==> src/design/rbfp_pkg.sv <==
// Package for the ring buffer FIFO with peek.
// Holds sizes, request and status codes and the structs passed between modules.
// No dependencies.
package rbfp_pkg;

    localparam int DEPTH      = 16;
    localparam int DATA_WIDTH = 8;
    localparam int PTR_W      = (DEPTH > 1) ? $clog2(DEPTH) : 1;
    localparam int CNT_W      = $clog2(DEPTH + 1);
    localparam int OFS_W      = 4;
    localparam int OCC_W      = 5;
    localparam int SUM_W      = ((PTR_W > OFS_W) ? PTR_W : OFS_W) + 1;

    typedef enum logic [1:0] {
        REQ_PUT   = 2'd0,
        REQ_GET   = 2'd1,
        REQ_PEEK  = 2'd2,
        REQ_CLEAR = 2'd3
    } t_req;

    typedef enum logic [1:0] {
        ST_OK    = 2'd0,
        ST_FULL  = 2'd1,
        ST_EMPTY = 2'd2,
        ST_RANGE = 2'd3
    } t_status;

    // memory access issued by the controller
    typedef struct packed {
        logic                  we;
        logic [PTR_W-1:0]      waddr;
        logic [DATA_WIDTH-1:0] wdata;
        logic                  re;
        logic [PTR_W-1:0]      raddr;
    } t_ram_req;

    // result bookkeeping, valid in the cycle after a transfer
    typedef struct packed {
        logic             done;
        t_status          status;
        logic             data_sel;
        logic [CNT_W-1:0] count;
    } t_rsp;

endpackage

==> src/design/rbfp_ram.sv <==
// Generic single-write, single-read synchronous RAM with registered read data.
// No package dependencies.
module rbfp_ram #(
    parameter int WIDTH  = 8,
    parameter int DEPTH  = 16,
    parameter int ADDR_W = 4
) (
    input  logic              i_clk,
    input  logic              i_we,
    input  logic [ADDR_W-1:0] i_waddr,
    input  logic [WIDTH-1:0]  i_wdata,
    input  logic              i_re,
    input  logic [ADDR_W-1:0] i_raddr,
    output logic [WIDTH-1:0]  o_rdata
);

    logic [WIDTH-1:0] mem [DEPTH];

    always_ff @(posedge i_clk) begin
        if (i_we) begin
            mem[i_waddr] <= i_wdata;
        end
    end

    always_ff @(posedge i_clk) begin
        if (i_re) begin
            o_rdata <= mem[i_raddr];
        end
    end

endmodule

==> src/design/rbfp_ctrl.sv <==
// Pointer and occupancy controller of the ring buffer FIFO with peek.
// Decides each request, issues the memory access, registers the result status.
// Depends on rbfp_pkg.
module rbfp_ctrl (
    input  logic                           i_clk,
    input  logic                           i_rst_n,
    input  logic                           i_start,
    input  rbfp_pkg::t_req                 i_req,
    input  logic [rbfp_pkg::DATA_WIDTH-1:0] i_data,
    input  logic [rbfp_pkg::OFS_W-1:0]     i_offset,
    output rbfp_pkg::t_ram_req             o_ram,
    output rbfp_pkg::t_rsp                 o_rsp
);

    logic [rbfp_pkg::PTR_W-1:0] r_wp, n_wp;
    logic [rbfp_pkg::PTR_W-1:0] r_rp, n_rp;
    logic [rbfp_pkg::CNT_W-1:0] r_count, n_count;
    logic                       r_done;
    rbfp_pkg::t_status          r_status, n_status;
    logic                       r_data_sel, n_data_sel;

    logic [rbfp_pkg::PTR_W-1:0] wp_inc, rp_inc;
    logic [rbfp_pkg::SUM_W-1:0] pos_sum, pos_wrap;
    logic                       is_full, cnt_zero, ofs_ok;

    assign is_full  = (r_count == rbfp_pkg::CNT_W'(rbfp_pkg::DEPTH));
    assign cnt_zero = (r_count == '0);
    assign wp_inc   = (r_wp == rbfp_pkg::PTR_W'(rbfp_pkg::DEPTH - 1)) ? '0 : r_wp + 1'b1;
    assign rp_inc   = (r_rp == rbfp_pkg::PTR_W'(rbfp_pkg::DEPTH - 1)) ? '0 : r_rp + 1'b1;

    // peek position: offset < count <= DEPTH, so one subtract wraps it
    assign pos_sum  = rbfp_pkg::SUM_W'(r_rp) + rbfp_pkg::SUM_W'(i_offset);
    assign pos_wrap = (pos_sum >= rbfp_pkg::SUM_W'(rbfp_pkg::DEPTH))
                    ? pos_sum - rbfp_pkg::SUM_W'(rbfp_pkg::DEPTH) : pos_sum;
    assign ofs_ok   = (rbfp_pkg::SUM_W'(i_offset) < rbfp_pkg::SUM_W'(r_count));

    always_comb begin
        n_wp       = r_wp;
        n_rp       = r_rp;
        n_count    = r_count;
        n_status   = rbfp_pkg::ST_OK;
        n_data_sel = 1'b0;
        o_ram.we    = 1'b0;
        o_ram.waddr = r_wp;
        o_ram.wdata = i_data;
        o_ram.re    = 1'b0;
        o_ram.raddr = r_rp;
        if (i_start) begin
            case (i_req)
                rbfp_pkg::REQ_PUT: begin
                    if (is_full) begin
                        n_status = rbfp_pkg::ST_FULL;
                    end else begin
                        o_ram.we = 1'b1;
                        n_wp     = wp_inc;
                        n_count  = r_count + 1'b1;
                    end
                end
                rbfp_pkg::REQ_GET: begin
                    if (cnt_zero) begin
                        n_status = rbfp_pkg::ST_EMPTY;
                    end else begin
                        o_ram.re   = 1'b1;
                        n_data_sel = 1'b1;
                        n_rp       = rp_inc;
                        n_count    = r_count - 1'b1;
                    end
                end
                rbfp_pkg::REQ_PEEK: begin
                    if (!ofs_ok) begin
                        n_status = rbfp_pkg::ST_RANGE;
                    end else begin
                        o_ram.re    = 1'b1;
                        o_ram.raddr = pos_wrap[rbfp_pkg::PTR_W-1:0];
                        n_data_sel  = 1'b1;
                    end
                end
                rbfp_pkg::REQ_CLEAR: begin
                    n_wp    = '0;
                    n_rp    = '0;
                    n_count = '0;
                end
                default: begin
                    n_status = rbfp_pkg::ST_OK;
                end
            endcase
        end
    end

    always_ff @(posedge i_clk) begin
        if (!i_rst_n) begin
            r_wp       <= '0;
            r_rp       <= '0;
            r_count    <= '0;
            r_done     <= 1'b0;
            r_status   <= rbfp_pkg::ST_OK;
            r_data_sel <= 1'b0;
        end else begin
            r_wp       <= n_wp;
            r_rp       <= n_rp;
            r_count    <= n_count;
            r_done     <= i_start;
            r_status   <= n_status;
            r_data_sel <= n_data_sel;
        end
    end

    assign o_rsp.done     = r_done;
    assign o_rsp.status   = r_status;
    assign o_rsp.data_sel = r_data_sel;
    assign o_rsp.count    = r_count;

`ifndef SYNTHESIS
    a_count_range: assert property (@(posedge i_clk) disable iff (!i_rst_n)
        r_count <= rbfp_pkg::CNT_W'(rbfp_pkg::DEPTH))
        else $error("occupancy above depth");

    a_full_refusal: assert property (@(posedge i_clk) disable iff (!i_rst_n)
        (r_done && r_status == rbfp_pkg::ST_FULL) |-> is_full)
        else $error("put refused while not full");

    a_put_grows: assert property (@(posedge i_clk) disable iff (!i_rst_n)
        (i_start && i_req == rbfp_pkg::REQ_PUT && !is_full)
        |=> (r_count == $past(r_count) + 1'b1))
        else $error("accepted put did not grow occupancy");

    a_read_sel: assert property (@(posedge i_clk) disable iff (!i_rst_n)
        (r_done && r_data_sel) |-> (r_status == rbfp_pkg::ST_OK))
        else $error("data selected on refused request");
`endif

endmodule

==> src/design/ring_buffer_fifo_with_peek_unit.sv <==
// Top level of the ring buffer FIFO with peek.
// Instantiates rbfp_ctrl and rbfp_ram; depends on rbfp_pkg.
//
// Usage:
//   A request (put, get, peek or clear) is transferred at a rising edge with
//   start high and busy low. busy is never raised: a new request may follow
//   in every cycle.
//   Exactly one result per request appears on the o_ result ports in the cycle
//   after the transfer, for one cycle, flagged by o_done. The receiver cannot
//   stall; it must take the result in that cycle.
//   Throughput is one request per cycle. The word for a get or peek comes
//   from the storage RAM read port, whose read data is registered; pointers
//   and occupancy are updated at the transfer edge, so a following request
//   sees them at once.
//   A put writes the RAM at the transfer edge; reads only touch entries below
//   the occupancy, so a read never hits the entry being written.
//   Reset (i_rst_n low, synchronous) clears the pointers, occupancy and the
//   result strobe. RAM contents are not cleared; entries are only read after
//   being written. A clear request does the same as reset for the pointers.
//   data_out is zero for put, clear and any refused request.
module ring_buffer_fifo_with_peek_unit (
    input  logic                            i_clk,
    input  logic                            i_rst_n,
    input  logic                            start,
    output logic                            busy,
    input  logic [1:0]                      i_req_type,
    input  logic [rbfp_pkg::DATA_WIDTH-1:0] i_data_in,
    input  logic [rbfp_pkg::OFS_W-1:0]      i_peek_offset,
    output logic                            o_done,
    output logic [1:0]                      o_status,
    output logic [rbfp_pkg::DATA_WIDTH-1:0] o_data_out,
    output logic [rbfp_pkg::OCC_W-1:0]      o_occupancy,
    output logic                            o_is_full,
    output logic                            o_is_empty
);

    rbfp_pkg::t_ram_req                ram_req;
    rbfp_pkg::t_rsp                    rsp;
    logic [rbfp_pkg::DATA_WIDTH-1:0]   rdata;

    // one request per cycle, never stalls
    assign busy = 1'b0;

    rbfp_ctrl u_ctrl (
        .i_clk    (i_clk),
        .i_rst_n  (i_rst_n),
        .i_start  (start),
        .i_req    (rbfp_pkg::t_req'(i_req_type)),
        .i_data   (i_data_in),
        .i_offset (i_peek_offset),
        .o_ram    (ram_req),
        .o_rsp    (rsp)
    );

    rbfp_ram #(
        .WIDTH  (rbfp_pkg::DATA_WIDTH),
        .DEPTH  (rbfp_pkg::DEPTH),
        .ADDR_W (rbfp_pkg::PTR_W)
    ) u_ram (
        .i_clk   (i_clk),
        .i_we    (ram_req.we),
        .i_waddr (ram_req.waddr),
        .i_wdata (ram_req.wdata),
        .i_re    (ram_req.re),
        .i_raddr (ram_req.raddr),
        .o_rdata (rdata)
    );

    assign o_done      = rsp.done;
    assign o_status    = rsp.status;
    assign o_data_out  = rsp.data_sel ? rdata : '0;
    assign o_occupancy = rbfp_pkg::OCC_W'(rsp.count);
    assign o_is_full   = (rsp.count == rbfp_pkg::CNT_W'(rbfp_pkg::DEPTH));
    assign o_is_empty  = (rsp.count == '0);

`ifndef SYNTHESIS
    a_done_follows: assert property (@(posedge i_clk) disable iff (!i_rst_n)
        (start && !busy) |=> o_done)
        else $error("no result after transfer");

    a_flags_excl: assert property (@(posedge i_clk) disable iff (!i_rst_n)
        o_done |-> !(o_is_full && o_is_empty))
        else $error("full and empty together");

    a_zero_data: assert property (@(posedge i_clk) disable iff (!i_rst_n)
        (o_done && o_status != rbfp_pkg::ST_OK) |-> (o_data_out == '0))
        else $error("data on refused request");
`endif

endmodule

==> config.mk <==
export PLATFORM = sky130hd
export DESIGN_NAME = ring_buffer_fifo_with_peek_unit
export DESIGN_NICKNAME = d
export VERILOG_FILES = /design/src/design/rbfp_pkg.sv /design/src/design/rbfp_ram.sv /design/src/design/rbfp_ctrl.sv /design/src/design/ring_buffer_fifo_with_peek_unit.sv
export SDC_FILE = /design/constraint.sdc
export NUM_CORES = 1
export LEC_CHECK = 0
export ABC_AREA = 1
export BUFFER_PORTS_ARGS = -buffer_cell sky130_fd_sc_hd__clkbuf_2
export CORE_UTILIZATION = 33
export DETAILED_ROUTE_END_ITERATION = 6
export SYNTH_ARGS = -nofsm -noshare
export SYNTH_HDL_FRONTEND = slang
export SYNTH_SLANG_ARGS = --single-unit
export TNS_END_PERCENT = 20
==> constraint.sdc <==
create_clock -name i_clk -period 2.98 [get_ports i_clk]
set_input_delay 0.894 -clock i_clk [delete_from_list [all_inputs] [get_ports i_clk]]
set_output_delay 0.894 -clock i_clk [all_outputs]
set_load 0.02 [all_outputs]
==> impl_table.tex <==
\begin{tabular}{lr}
\hline
Metric & Value \\
\hline
\multicolumn{2}{l}{\textbf{Logic synthesis}} \\
\quad Mapped Nets & 771 \\
\quad Number of warnings issued by yosys & 0 \\
\quad Flops \& latches, synth & 153 \\
\quad Number of different library cells in the post-synthesis netlist & 33 \\
\quad Yosys top cell area share & 55.9\% \\
\quad Synthesized netlist cell count & 733 \\
\quad Proportion of synthesized chip area in sequential cells & 60.5\% \\
\quad Per-instance average area after synthesis & 9.98 um\^{}2 \\
\quad Combined area of all synthesized cells & 0.00731 mm\^{}2 \\
\quad Cell types with the largest area share after synthesis & sky130\_fd\_sc\_hd\_\_edfxtp\_1, sky130\_fd\_sc\_hd\_\_nand3\_1, sky130\_fd\_sc\_hd\_\_inv\_1 \\
\quad Top cell type by total area after synthesis & sky130\_fd\_sc\_hd\_\_edfxtp\_1 \\
\multicolumn{2}{l}{\textbf{Routing}} \\
\quad Post-route DRC violation count & 0 \\
\quad Routed wire length & 18200 um \\
\quad 1st-pass router iterations & 5 \\
\quad Routed vias/inst & 4.77 \\
\quad Initial detailed-routing violation count & 420 \\
\quad Vias post-DR & 5244 \\
\quad Per-cell routed wire length & 16.5 um \\
\quad ANT nets after route & 0 \\
\multicolumn{2}{l}{\textbf{Final layout}} \\
\quad Final std cells w/o fill & 1099 \\
\quad Sequential cell area & 0.00442 mm\^{}2 \\
\quad Filler cell count & 2122 \\
\quad Number of nets in the finished design & 844 \\
\quad Most used cells in the layout excluding fill and tap cells & sky130\_fd\_sc\_hd\_\_inv\_1, sky130\_fd\_sc\_hd\_\_edfxtp\_1, sky130\_fd\_sc\_hd\_\_nand2\_1 \\
\quad Antenna Diode Count & 0 \\
\quad Proportion of layout cells with a drive suffix above 1 & 15.5\% \\
\quad Commonest non-fill, non-tap cell in the layout & sky130\_fd\_sc\_hd\_\_inv\_1 \\
\quad Area delta synth->final & 20.0\% \\
\quad Multi-input combinational cell area & 0.00218 mm\^{}2 \\
\quad Post-route design area & 0.00877 mm\^{}2 \\
\multicolumn{2}{l}{\textbf{Critical path}} \\
\quad Crit Path Max Fanout & 21 \\
\quad Source of the worst register-to-register timing path & u\_ctrl.r\_count[1] \\
\quad Max stage delay on crit path & 290 ps \\
\quad Worst Reg-to-Reg Cells & 15 \\
\quad Data arrival, critical path & 2820 ps \\
\quad Setup slack on the worst flop-to-flop path & 450 ps \\
\quad Crit path top cell by count & sky130\_fd\_sc\_hd\_\_nand3\_1 \\
\quad Critical R2R Capture & u\_ram.o\_rdata[6] \\
\quad Data required time of the worst path & 3160 ps \\
\quad Setup crit start kind & primary input \\
\quad Cell at the slowest stage of the critical path & sky130\_fd\_sc\_hd\_\_buf\_4 \\
\quad List of cells traversed by the critical path & clkbuf\_2 > ha\_1 > inv\_1 > nor2\_1 > nand2\_1 > nor2\_1 > nor2\_4 > nand4\_2 > buf\_4 > buf\_4 > nand3b\_1 > nand3\_1 > nand3\_1 > nand3\_1 > nand2\_1 \\
\quad Crit path capture type & flop \\
\quad Startpoint-to-endpoint class of the critical path & in -> reg \\
\multicolumn{2}{l}{\textbf{Clocking}} \\
\quad H-tree lvl count & 4 \\
\quad Bufs on Longest Clock Path & 2 \\
\quad Register clock-pin slew on the reported worst setup and hold paths & 60 ps \\
\quad Count of hold-fix buffers inserted at cts & 0 \\
\quad Count of clock tree sinks & 153 \\
\quad Number of cells upsized or downsized after cts & 0 \\
\quad TritonCTS clock tree & done \\
\quad Number of setup buffers added after CTS & 0 \\
\quad Clock latency on the worst-skew pair & 420 ps \\
\quad Total CTS buffers & 17 \\
\quad Buffer type at the clock tree root & sky130\_fd\_sc\_hd\_\_clkbuf\_16 \\
\multicolumn{2}{l}{\textbf{STA}} \\
\quad Tcrit/Tclk final & 88.7\% \\
\quad Worst setup skew after layout & 11.5 ps \\
\quad Shortest period the worst path allows & 2640 ps \\
\quad Final setup violation count & 0 \\
\quad Maximum clock frequency & 378 MHz \\
\quad RSZ-0062 raised after global routing & false \\
\quad Hold Vio Cnt, Final & 0 \\
\quad Max-slew violation count & 0 \\
\multicolumn{2}{l}{\textbf{Power}} \\
\quad Pwr per Cell Area & 605 mW/mm\^{}2 \\
\quad P\_leak & 3.79 nW \\
\quad Worst VDD drop & 0.398 mV \\
\quad Overall power & 5.31 mW \\
\multicolumn{2}{l}{\textbf{Status}} \\
\quad Status & finished clean \\
\multicolumn{2}{l}{\textbf{GRT}} \\
\quad Overall track demand over capacity in global routing & 17.1\% \\
\quad Residual overflow from global routing & 0 \\
\quad Vias in the first global route & 5061 \\
\quad Largest net degree at the start of global routing & 32 \\
\quad Wire length of the first global-routing pass & 28400 um \\
\quad Antenna violations before repair & 0 \\
\multicolumn{2}{l}{\textbf{Floorplan}} \\
\quad I/O pins & 36 \\
\quad Core footprint & 0.0218 mm\^{}2 \\
\quad \# rows & 54 \\
\quad Die Width & 151 um \\
\quad Height of the die & 151 um \\
\quad Die outline area & 0.0228 mm\^{}2 \\
\quad Starting density of the core & 33.6\% \\
\multicolumn{2}{l}{\textbf{Placement}} \\
\quad Placed wire-length estimate after detailed placement & 12400 um \\
\quad Number of cells after detailed placement & 1067 \\
\quad Port Buffers & 34 \\
\quad Placement-stage cell area & 0.00815 mm\^{}2 \\
\quad Routability cong. & 0.849 \\
\multicolumn{2}{l}{\textbf{Worst hold path}} \\
\quad Worst Hold Class & reg -> reg \\
\quad Worst hold path startpoint & u\_ctrl.r\_rp[3] \\
\quad Cell count of the worst hold path & 2 \\
\quad End point of the worst hold path & u\_ctrl.r\_rp[3] \\
\multicolumn{2}{l}{\textbf{Flow run}} \\
\quad Total of max-cap violations & 0 \\
\hline
\end{tabular}
## state kept, by name, summed over array words and instances, names as in the netlist
name               count
u_ram.o_rdata          8
u_ram.mem            128
u_ctrl.r_wp            4
u_ctrl.r_data_sel      1
u_ctrl.r_count         5
u_ctrl.r_done          1
u_ctrl.r_rp            4
u_ctrl.r_status        2
## worst max-delay path, delay by kind of cell
family / cells / cell delay, ps
simple gates: 10 / 1020
buf+inv: 4 / 630
fa+ha+maj: 1 / 280
## where the power goes
part	switching (mW)	internal, mW	leakage [nW]	total, mW
sequential	0.0203	2.37	1.36	2.39
clock	0.821	1.46	0.305	2.28
combinational	0.415	0.227	2.12	0.642
total	1.26	4.05	3.79	5.31
## metrics by stage
stage | setup slack [ps] | hold slack (ps) | utilization (%) | setup TNS, ps
final | 336 | 523 | 40.3 | 0
after global routing | 176 | 547 | 40.3 | 0
after CTS | 357 | 523 | 40.3 | 0
after detailed placement | -94.0 | 511 | 37.5 | -447
after global placement | -68.6 | 507 | 37.5 | -372
after floorplan | 263 | 481 | - | 0
## synthesized netlist by cell type, drive strengths merged
library cell	n
xor2	3
edfxtp	136
a221oi	1
nand4	3
nand3	133
or2	3
a21oi	14
nand2	140
conb	1
nor3	10
xnor2	2
a21o	1
nor2	30
o21ai	11
a211oi	8
buf	21
fa	2
clkbuf	5
nor3b	1
dfxtp	17
nand3b	24
ha	19
inv	148
## final cells by class
class / count / area share, %
clock inverter: 9 / 1.67
multi-input combinational: 406 / 24.8
clock buffer: 23 / 5.45
sequential: 153 / 50.4
tap: 280 / 3.99
timing repair buffer: 80 / 7.30
inverter: 148 / 6.33
## cells by family (layout without fill, tap and decap cells)
logic type	after synthesis	after routing	synth area share (%)
AO/OA/AOI/OAI	35	35	2.86
XOR/XNOR	5	5	0.702
adder cells (fa/ha/maj)	21	21	3.80
buffers and inverters	174	260	9.70
flip-flops	153	153	60.5
other	1	1	0.0513
AND/OR/NAND/NOR	344	344	22.4
## metal layers
metal | up-vias | GRT usage [%] | routed length, um
met3 | 21 | 3.16 | 867
met1 | 2527 | 23.3 | 8580
met2 | 135 | 27.4 | 8450
met5 | - | 0 | 0
li1 | 2561 | - | -
met4 | 0 | 5.80 | 270
## how the worst max path moves through the flow
stage | from | cells after the start | to | slack (ps)
after floorplan | i_peek_offset[3] | 13 | u_ram.o_rdata[0] | 260
after global placement | i_peek_offset[3] | 17 | u_ram.o_rdata[5] | -70
after detailed placement | i_peek_offset[3] | 17 | u_ram.o_rdata[6] | -90
after CTS | i_peek_offset[3] | 15 | u_ram.o_rdata[6] | 360
after global routing | i_peek_offset[3] | 17 | u_ram.o_rdata[6] | 180
final | i_peek_offset[3] | 15 | u_ram.o_rdata[6] | 340
(Power assumes the default switching activity.)
